`src/jls_pkg.sv`:
```
// Shared types and constants for the Jacobi linear solver.
package jls_pkg;

  localparam int unsigned DataW = 32;
  localparam int unsigned CntW  = 5;
  localparam int unsigned SwpW  = 10;

  // Largest system; the 4-bit row and component index ports are sized for it.
  localparam int unsigned MaxUnknowns = 16;

  localparam logic [CntW-1:0] UnknownReset = 5'd3;
  localparam logic [SwpW-1:0] SweepReset   = 10'd49;

  typedef enum logic [0:0] {
    CFG_UNKNOWNS = 1'b0,
    CFG_SWEEPS   = 1'b1
  } cfg_idx_t;

  // Controller to datapath commands.
  typedef struct packed {
    logic       load;      // store the accepted element
    logic       clr_vec;   // zero the vector, clear pivot flag
    logic       row_start; // start a new row: acc <- b[i]
    logic       mac_issue; // read A[i][j], x[j]
    logic       mac_acc;   // accumulate product of previous issue
    logic       div_start; // start divide with acc
    logic       commit;    // copy next vector into current vector
    logic       emit_rd;   // read x[i] for output
  } jls_cmd_t;

  typedef struct packed {
    logic div_busy;
    logic div_done;
  } jls_sts_t;

endpackage

```
`src/jls_ctrl.sv`:
```
// Controller: load, sweep sequencing and result emission.
module jls_ctrl #(
  parameter int unsigned MAX_UNKNOWNS = 16
) (
  input  logic                                clk,
  input  logic                                rst_n,
  input  logic                                accept,
  input  logic                                final_in,
  input  logic [jls_pkg::CntW-1:0]            n_act,
  input  logic [jls_pkg::SwpW-1:0]            sweeps,
  input  jls_pkg::jls_sts_t                   sts,
  output jls_pkg::jls_cmd_t                   cmd,
  output logic [$clog2(MAX_UNKNOWNS)-1:0]     row_i,
  output logic [$clog2(MAX_UNKNOWNS)-1:0]     col_j,
  output logic                                skip_j,
  output logic                                busy,
  output logic                                out_v,
  output logic [$clog2(MAX_UNKNOWNS)-1:0]     out_idx,
  output logic                                out_last
);
  import jls_pkg::*;

  localparam int unsigned IW = $clog2(MAX_UNKNOWNS);

  typedef enum logic [6:0] {
    S_IDLE = 7'b0000001, S_ROW  = 7'b0000010, S_MAC  = 7'b0000100,
    S_DRN  = 7'b0001000, S_DIV  = 7'b0010000, S_EMRD = 7'b0100000,
    S_EMIT = 7'b1000000
  } state_t;

  state_t st_r, st_nxt;
  logic [IW-1:0] i_r, i_nxt, j_r, j_nxt;
  logic [SwpW-1:0] sw_r, sw_nxt;
  logic [1:0] drn_r, drn_nxt;
  logic [IW-1:0] nm1;
  logic jlast;
  logic iss1_r, iss2_r;

  assign nm1 = IW'(n_act - 1'b1);
  assign jlast = (j_r == nm1);

  always_comb begin
    st_nxt = st_r; i_nxt = i_r; j_nxt = j_r; sw_nxt = sw_r; drn_nxt = drn_r;
    cmd = '0;
    out_v = 1'b0;
    cmd.load = accept;
    // b[i] is read by the first issue cycle; each product is registered in prod_r after the RAM read and x[j] registers
    cmd.row_start = iss1_r && !iss2_r;
    cmd.mac_acc = iss2_r;
    unique case (st_r)
      S_IDLE: begin
        if (accept && final_in) begin
          cmd.clr_vec = 1'b1;
          i_nxt = '0; sw_nxt = '0;
          st_nxt = (sweeps == '0) ? S_EMRD : S_ROW;
        end
      end
      S_ROW: begin
        j_nxt = '0;
        st_nxt = S_MAC;
      end
      S_MAC: begin
        cmd.mac_issue = 1'b1;
        if (jlast) begin
          drn_nxt = 2'd0;
          st_nxt = S_DRN;
        end else begin
          j_nxt = j_r + 1'b1;
        end
      end
      S_DRN: begin
        drn_nxt = drn_r + 1'b1;
        if (drn_r == 2'd2) begin
          cmd.div_start = 1'b1;
          st_nxt = S_DIV;
        end
      end
      S_DIV: begin
        if (sts.div_done) begin
          if (i_r == nm1) begin
            i_nxt = '0;
            cmd.commit = 1'b1;
            sw_nxt = sw_r + 1'b1;
            st_nxt = (sw_r + 1'b1 == sweeps) ? S_EMRD : S_ROW;
          end else begin
            i_nxt = i_r + 1'b1;
            st_nxt = S_ROW;
          end
        end
      end
      S_EMRD: begin
        cmd.emit_rd = 1'b1;
        st_nxt = S_EMIT;
      end
      S_EMIT: begin
        out_v = 1'b1;
        if (i_r == nm1) begin
          st_nxt = S_IDLE;
        end else begin
          i_nxt = i_r + 1'b1;
          st_nxt = S_EMRD;
        end
      end
      default: st_nxt = S_IDLE;
    endcase
  end

  always_ff @(posedge clk) begin
    if (!rst_n) begin
      st_r <= S_IDLE; i_r <= '0; j_r <= '0; sw_r <= '0; drn_r <= '0;
      iss1_r <= 1'b0; iss2_r <= 1'b0;
    end else begin
      st_r <= st_nxt; i_r <= i_nxt; j_r <= j_nxt; sw_r <= sw_nxt; drn_r <= drn_nxt;
      iss1_r <= cmd.mac_issue; iss2_r <= iss1_r;
    end
  end

  assign row_i = i_r;
  assign col_j = j_r;
  assign skip_j = (j_r == i_r);
  assign busy = (st_r != S_IDLE);
  assign out_idx = i_r;
  assign out_last = (i_r == nm1);
endmodule

```
`config.mk`:
```
export PLATFORM = sky130hd
export DESIGN_NAME = jls_ctrl
export DESIGN_NICKNAME = d
export VERILOG_FILES = /design/src/jls_pkg.sv /design/src/jls_ctrl.sv
export SDC_FILE = /design/constraint.sdc
export NUM_CORES = 1
export LEC_CHECK = 0
export ABC_AREA = 1
export BUFFER_PORTS_ARGS = -buffer_cell sky130_fd_sc_hd__buf_4
export CAP_MARGIN = 20
export CORE_UTILIZATION = 43
export CTS_CLUSTER_DIAMETER = 80
export DETAILED_ROUTE_END_ITERATION = 8
export GPL_TIMING_DRIVEN = 0
export PLACE_DENSITY = 0.65
export SLEW_MARGIN = 20
export SYNTH_ARGS = -nofsm -noshare
export SYNTH_HDL_FRONTEND = slang
export SYNTH_SLANG_ARGS = --single-unit
```
`constraint.sdc`:
```
create_clock -name clk -period 1.6 [get_ports clk]
set_input_delay 0.24 -clock clk [delete_from_list [all_inputs] [get_ports clk]]
set_output_delay 0.24 -clock clk [all_outputs]
set_load 0.005 [all_outputs]
```
==> key figures, run 1 <==
Outcome
  • Status: finished with violations
  • Violations in the final reports: setup timing

Critical path
  • Critical Path Sink Type: primary output
  • Critical-path cell with the highest stage delay: sky130_fd_sc_hd__dfxtp_4
  • Nature of the critical path startpoint: flip-flop
  • Max incr delay on CP: 0.35 ns
  • Data required time at the worst endpoint: 1.36 ns
  • Critical path fanouts, max: 4
  • Cell chain of the critical path: inv_4 -> nand2_4 -> nor2_4 -> nand4_4 -> nor3_4 -> buf_4
  • Category of the most critical setup path: reg -> out
  • Endpoint arrival time on the critical path: 1.50 ns

Logic synthesis
  • Synth Warn #: 0
  • Gate Count Post-Synth: 342
  • Share of the synthesized area in the top cell type: 26.30%
  • Post-Syn Nets: 368
  • Total of flip-flops plus latches after synthesis: 29
  • Top FF cell, synth: sky130_fd_sc_hd__dfxtp_1
  • Synth Cell Area: 2207 um2
  • Biggest area contributors in the synthesized netlist: sky130_fd_sc_hd__dfxtp_1, sky130_fd_sc_hd__nand2_1, sky130_fd_sc_hd__nand3_1
  • Synth area leader: sky130_fd_sc_hd__dfxtp_1
  • Mean cell area of the mapped netlist: 6.454 um2
  • Post-synthesis sequential area ratio: 26.30%
  • Commonest cells post-synth: sky130_fd_sc_hd__nand2_1, sky130_fd_sc_hd__nand3_1, sky130_fd_sc_hd__inv_1, sky130_fd_sc_hd__dfxtp_1, sky130_fd_sc_hd__nor2_1
  • Async S/R FF share, synth: 0%
  • Number of enable-type register cells in the synthesized netlist: 0
  • Post-synth cell types: 37
  • Most used standard cell by instance count after synthesis: sky130_fd_sc_hd__nand2_1

Timing
  • Hold violation total from the final report: 0
  • Worst clock skew: 0.005985 ns
  • Setup violations, final: 17
  • Slack of the critical path: -0.1364 ns
  • Accumulated negative setup slack: -0.6363 ns
  • Relative slew margins: 56.02%
  • Post-route clock period utilization: 108.5%
  • Tmin final: 1.736 ns
  • Achievable Freq: 0.5759 GHz
  • Max-slew violation total from the final report: 0
  • Least-Margin Pin Slew: 0.6598 ns
  • Setup repair after global routing missed its margin: yes

Pwr
  • Part of the power in combinational logic: 50.7%
  • Total power density per cell area: 900.9 nW/um2
  • Worst vdd rail ir drop: 0.0005581 V
  • Sw Pwr: 0.001146 W
  • Sequential Power Share: 28.2%
  • Internal power contribution: 0.001739 W
  • Leakage power: 1.428 nW
  • Net switching share of the total power: 39.72%
  • Clock power share: 21.1%
  • Overall power after layout: 0.002884 W

Route
  • WL per Instance: 12.80 um
  • Number of detailed-route iterations in the first pass: 4
  • Total detailed-routing wirelength: 6.259 mm
  • Number of vias per cell: 5.022
  • Antenna-violating nets left: 0
  • Initial DRC count: 124
  • Vias: 2456
  • Detailed-route DRC error count: 0

Layout
  • Share of the core filled with cells: 66.47%
  • Area growth, synth to finish: 45.07%
  • Number of antenna repair diodes: 0
  • Fillers: 452
  • Share of layout cells above drive strength 1: 45.02%
  • Net count reported at finish: 448

Die
  • I/O Pins: 45
  • Effective utilization at floorplan: 45.82%
  • Die X: 73.65 um
  • Height of the chip: 73.65 um
  • Number of rows in the core area: 25
  • Core ar.: 4817 um2
  • Die outline area: 5424 um2

Clock tree
  • Number of buffers on the longest clock path: 2
  • Hold-fix buffers, CTS: 0
  • Total clock buffers created by CTS: 5
  • Clk_lat worst skew: 0.28 ns
  • CTS tree: yes
  • Root buffer selected by CTS: sky130_fd_sc_hd__clkbuf_8
  • Number of clock sinks: 29
  • Clock slew at the register clock pins of the worst setup and hold paths: 0.06 ns
  • Level count of the clock H-tree: 2

Global routing
  • First-pass GRT wire length: 9.777 mm
  • Global router's overall resource usage: 23.31%
  • Vias in the first global route: 2218
  • Pin count of the biggest net entering global routing: 11
  • Initial antenna violation count: 0
  • Sum of overflow across all layers after global routing: 0

Placement
  • Weighted congestion at the end of routability-driven global placement: 0.8233
  • Final HPWL from detailed placement: 4.193 mm
  • Buffers on Ports: 42

Flow run
  • Number of max-cap violations: 0

Min path
  • Path class of the lowest-slack min-delay path: in -> reg
[logic make-up after synthesis]
family	synth area share (%)
and+or+nand+nor	49.83
buffers and inverters	11.73
DFF	26.30
AOI/OAI and AO/OA	6.916
xor gates and xnor gates	2.381
adders and majority gates	2.834
[path summary, 6_finish.rpt]
| path | end | depth (start not counted) | slack [ns] | startpoint |
|---|---|---|---|---|
| setup / recovery | cmd[1] | 6 | -0.14 | st_r[3] |
| hold / removal | st_r[0] | 2 | 0.23 | rst_n |
| setup reg to reg | st_r[1] | 12 | -0.09 | sw_r[0] |
| hold reg to reg | iss2_r | 2 | 0.43 | iss1_r |
[state kept, by name (all words and copies together) (netlist names)]
| register | count |
|---|---|
| iss1_r | 1 |
| iss2_r | 1 |
| drn_r | 2 |
| sw_r | 10 |
| out_idx | 4 |
| st_r | 7 |
| col_j | 4 |
[placed cells by master (no fill, tap or decap), drive strengths merged]
master / count
a211oi: 2
a21oi: 19
a221oi: 1
buf: 81
clkbuf: 8
dfxtp: 29
ha: 5
inv: 52
nand2: 112
nand3: 40
nand3b: 4
nand4: 11
nor2: 36
nor2b: 1
nor3: 3
nor4: 5
o21ai: 2
o21bai: 2
or2: 3
xnor2: 2
xor2: 4
[area by class of cell]
class	instances	area, um2	share of cell area [%]
tap	67	83.83	2.618
inverter	52	210.2	6.565
buffer	9	60.06	1.876
timing repair buffer	73	581.8	18.17
multi-input combinational	252	1565	48.89
sequential	29	614.3	19.19
clock buffer	7	86.33	2.696
[critical path, delay by kind of cell, from the launching register on]
family | cells | cell delay (ns)
DFF | 1 | 0.35
buffers and inverters | 2 | 0.22
and+or+nand+nor | 4 | 0.64
[timing repair]
item,CTS,global route
endpoints found under the setup margin,23,31
setup buffers,20,11
cloned,0,1
gates resized for setup,42,45
pin swaps,19,28
[routing by layer]
layer | vias to the layer above | track usage (%) | part of all wire [%] | routed length (um)
met5 | - | 0 | 0 | 0
met1 | 1129 | 29.02 | 44 | 2759
met3 | 15 | 4.390 | 3.3 | 207
met4 | 0 | 6.838 | 1.8 | 112
met2 | 65 | 40.67 | 51 | 3179
li1 | 1247 | - | - | -
[power groups by stage]
stage | Combinational [W] | Clock, W | Sequential [W]
finish | 0.00146 | 0.000609 | 0.000813
global placement | 0.00101 | 0 | 0.000842
CTS | 0.00122 | 0.000617 | 0.000813
global route | 0.00157 | 0.000641 | 0.000820
floorplan | 0.000708 | 0 | 0.000833
detailed placement | 0.00103 | 0 | 0.000844
[stage by stage]
| step | worst slack, ns | cells | hold slack (ns) | instance area (um2) |
|---|---|---|---|---|
| floorplan | 0.0001061 | 342 | 0.3281 | 2207 |
| global placement | -0.4076 | 451 | 0.4200 | 2606 |
| detailed placement | -0.3971 | 451 | 0.4215 | 2606 |
| CTS | -0.1199 | 477 | 0.2124 | 2970 |
| global route | -0.2280 | 489 | 0.2204 | 3202 |
| finish | -0.1364 | 489 | 0.2266 | 3202 |
Power figures use the tool's default switching activity.
==> run 2, diff against run 1 <==
--- a/config.mk
+++ b/config.mk
@@ -12,6 +12,7 @@
 export CTS_CLUSTER_DIAMETER = 80
 export DETAILED_ROUTE_END_ITERATION = 8
 export GPL_TIMING_DRIVEN = 0
+export MAX_ROUTING_LAYER = met4
 export PLACE_DENSITY = 0.65
 export SLEW_MARGIN = 20
 export SYNTH_ARGS = -nofsm -noshare
==> run 2 against run 1 <==
  * Flip-flop and latch count did not move
  * Critical path depth unchanged
  * Via count is 0.12% lower
  * Hold slack better by 0.0019 ns
  * Combinational power barely moved
  * The run still ends with setup timing left
  * Routed wire length shrank 0.11%
  * Setup slack lost 0.00055 ns
  * Largest power group unchanged
  * Fmax about the same
  * Clock skew is essentially flat
  * Cell area did not move
  * Count of clock-buffer cells in the layout unchanged
  * First-iteration DRC count grew 5.6%
==> key figures, run 2 (synthesized netlist as in run 1, its figures left out) <==
Outcome
  • Status: finished with violations
  • Violations in the final reports: setup timing

Critical path
  • Endpoint arrival time on the critical path: 1.50 ns
  • Critical path buffers and inverters: 2
  • Category of the most critical setup path: reg -> out
  • Nature of the critical path startpoint: flip-flop
  • Critical Path Sink Type: primary output
  • Critical path fanouts, max: 4
  • Cell family with most CP delay: simple AND/OR/NAND/NOR gates
  • Max incr delay on CP: 0.35 ns
  • Cell chain of the critical path: inv_4 -> nand2_4 -> nor2_4 -> nand4_4 -> nor3_4 -> buf_4
  • Critical-path cell with the highest stage delay: sky130_fd_sc_hd__dfxtp_4
  • Data required time at the worst endpoint: 1.36 ns

Layout
  • Top reg by flops: sw_r
  • Design area: 3202 um2
  • Number of antenna repair diodes: 0
  • Share of layout cells above drive strength 1: 45.02%
  • Biggest regs: sw_r (10), st_r (7)
  • Largest register FFs: 10
  • Commonest cells after routing, fill and taps aside: sky130_fd_sc_hd__nand2_1, sky130_fd_sc_hd__buf_4, sky130_fd_sc_hd__nand3_1
  • Leading cell type in the layout, fill and taps excluded: sky130_fd_sc_hd__nand2_1
  • Share of the core filled with cells: 66.47%
  • Net count reported at finish: 448
  • Area growth, synth to finish: 45.07%

Clock tree
  • Level count of the clock H-tree: 2
  • Hold-fix buffers, CTS: 0
  • Number of clock sinks: 29
  • Number of buffers on the longest clock path: 2
  • Clk_lat worst skew: 0.28 ns
  • Total clock buffers created by CTS: 5
  • Root buffer selected by CTS: sky130_fd_sc_hd__clkbuf_8
  • Clock slew at the register clock pins of the worst setup and hold paths: 0.06 ns
  • CTS tree: yes

Pwr
  • Sw Pwr: 0.001148 W
  • Worst vdd rail ir drop: 0.0005598 V
  • Internal power contribution: 0.001739 W
  • Clock power share: 21.1%
  • Total power density per cell area: 901.8 nW/um2
  • Leakage power: 1.428 nW
  • Part of the power in combinational logic: 50.7%
  • Sequential Power Share: 28.2%
  • Net switching share of the total power: 39.77%

Route
  • Antenna-violating nets left: 0
  • Wl on met1: 2.753 mm
  • Detailed-route DRC error count: 0
  • WL per Instance: 12.79 um
  • Top layer reached by signal wires: met4
  • Routed met3 length: 209 um
  • Total detailed-routing wirelength: 6.252 mm
  • Initial DRC count: 131
  • Metal2 WL: 3.191 mm
  • Vias: 2453
  • Number of detailed-route iterations in the first pass: 4
  • Number of vias per cell: 5.016

Placement
  • Weighted congestion at the end of routability-driven global placement: 0.8357
  • Total placed instance area: 2606 um2
  • Buffers on Ports: 42
  • Pre-CTS WS: -0.3971 ns
  • Final HPWL from detailed placement: 4.193 mm

Timing
  • Max-slew violation total from the final report: 0
  • Setup violations, final: 17
  • Relative slew margins: 55.56%
  • Setup repair after global routing missed its margin: yes
  • Tmin final: 1.737 ns
  • Hold violation total from the final report: 0
  • Worst clock skew: 0.005889 ns
  • Smallest hold slack: 0.2284 ns
  • Achievable Freq: 0.5757 GHz
  • Post-route clock period utilization: 108.6%
  • Accumulated negative setup slack: -0.6607 ns
  • Least-Margin Pin Slew: 0.6666 ns
  • Slack of the critical path: -0.1369 ns

Die
  • I/O Pins: 45
  • Number of rows in the core area: 25
  • Height of the chip: 73.65 um
  • Effective utilization at floorplan: 45.82%
  • Die X: 73.65 um
  • Core ar.: 4817 um2
  • Die outline area: 5424 um2

Global routing
  • Global router's overall resource usage: 24.00%
  • First-pass GRT wire length: 9.770 mm
  • Sum of overflow across all layers after global routing: 0
  • Pin count of the biggest net entering global routing: 11
  • Vias in the first global route: 2224
  • Initial antenna violation count: 0

Min path
  • Path class of the lowest-slack min-delay path: in -> reg

Flow run
  • Number of max-cap violations: 0
-- run 2: power by group through the flow --
stage,Sequential [W],Clock [W],Combinational (W)
2_1_floorplan,0.000833,0,0.000708
3_3_place_gp,0.000842,0,0.00101
3_5_place_dp,0.000844,0,0.00103
4_1_cts,0.000813,0.000617,0.00122
5_1_grt,0.000820,0.000641,0.00157
6_report,0.000813,0.000610,0.00146
-- run 2: per-layer routing --
layer | vias to the layer above | global-route usage [%]
met1 | 1137 | 29.02
met2 | 53 | 40.67
met3 | 14 | 4.390
met4 | 0 | 6.838
met5 | - | -
li1 | 1249 | -
-- run 2: cell type report --
type | count | area, um2
multi-input combinational | 252 | 1565
fill | 452 | 1615
clock buffer | 7 | 86.33
inverter | 52 | 210.2
tap | 67 | 83.83
buffer | 9 | 60.06
sequential | 29 | 614.3
timing repair buffer | 73 | 581.8
-- run 2: worst register-to-register path: stages (launching register included) --
cell and delay [ns]:
sky130_fd_sc_hd__dfxtp_4 0.37, sky130_fd_sc_hd__ha_4 0.18, sky130_fd_sc_hd__nand3_2 0.08, sky130_fd_sc_hd__o21bai_1 0.19, sky130_fd_sc_hd__nand2_1 0.10, sky130_fd_sc_hd__nand2_1 0.06
sky130_fd_sc_hd__nand2_1 0.06, sky130_fd_sc_hd__nor2_2 0.10, sky130_fd_sc_hd__nand3_2 0.10, sky130_fd_sc_hd__o21bai_1 0.15, sky130_fd_sc_hd__nand2_1 0.07, sky130_fd_sc_hd__nand2_1 0.06
sky130_fd_sc_hd__nor2_1 0.04
-- run 2: final timing paths --
path / startpoint / endpoint / slack (ns) / cells after the start
worst min-delay path: rst_n / st_r[0] / 0.23 / 2
worst min register to register: iss1_r / iss2_r / 0.43 / 2
worst max-delay path: st_r[3] / cmd[1] / -0.14 / 6
worst max register to register: sw_r[0] / st_r[1] / -0.09 / 12
-- run 2: repair_timing --
action	CTS	global route
buffers inserted	20	11
setup endpoints to repair	23	31
gates cloned	0	1
gates resized for setup	42	45
pin swaps	19	28
-- run 2: metrics by stage --
step	cells	power [W]
6_report	489	0.002887
3_3_place_gp	451	0.001856
3_5_place_dp	451	0.001870
5_1_grt	489	0.003032
4_1_cts	477	0.002648
2_1_floorplan	342	0.001541
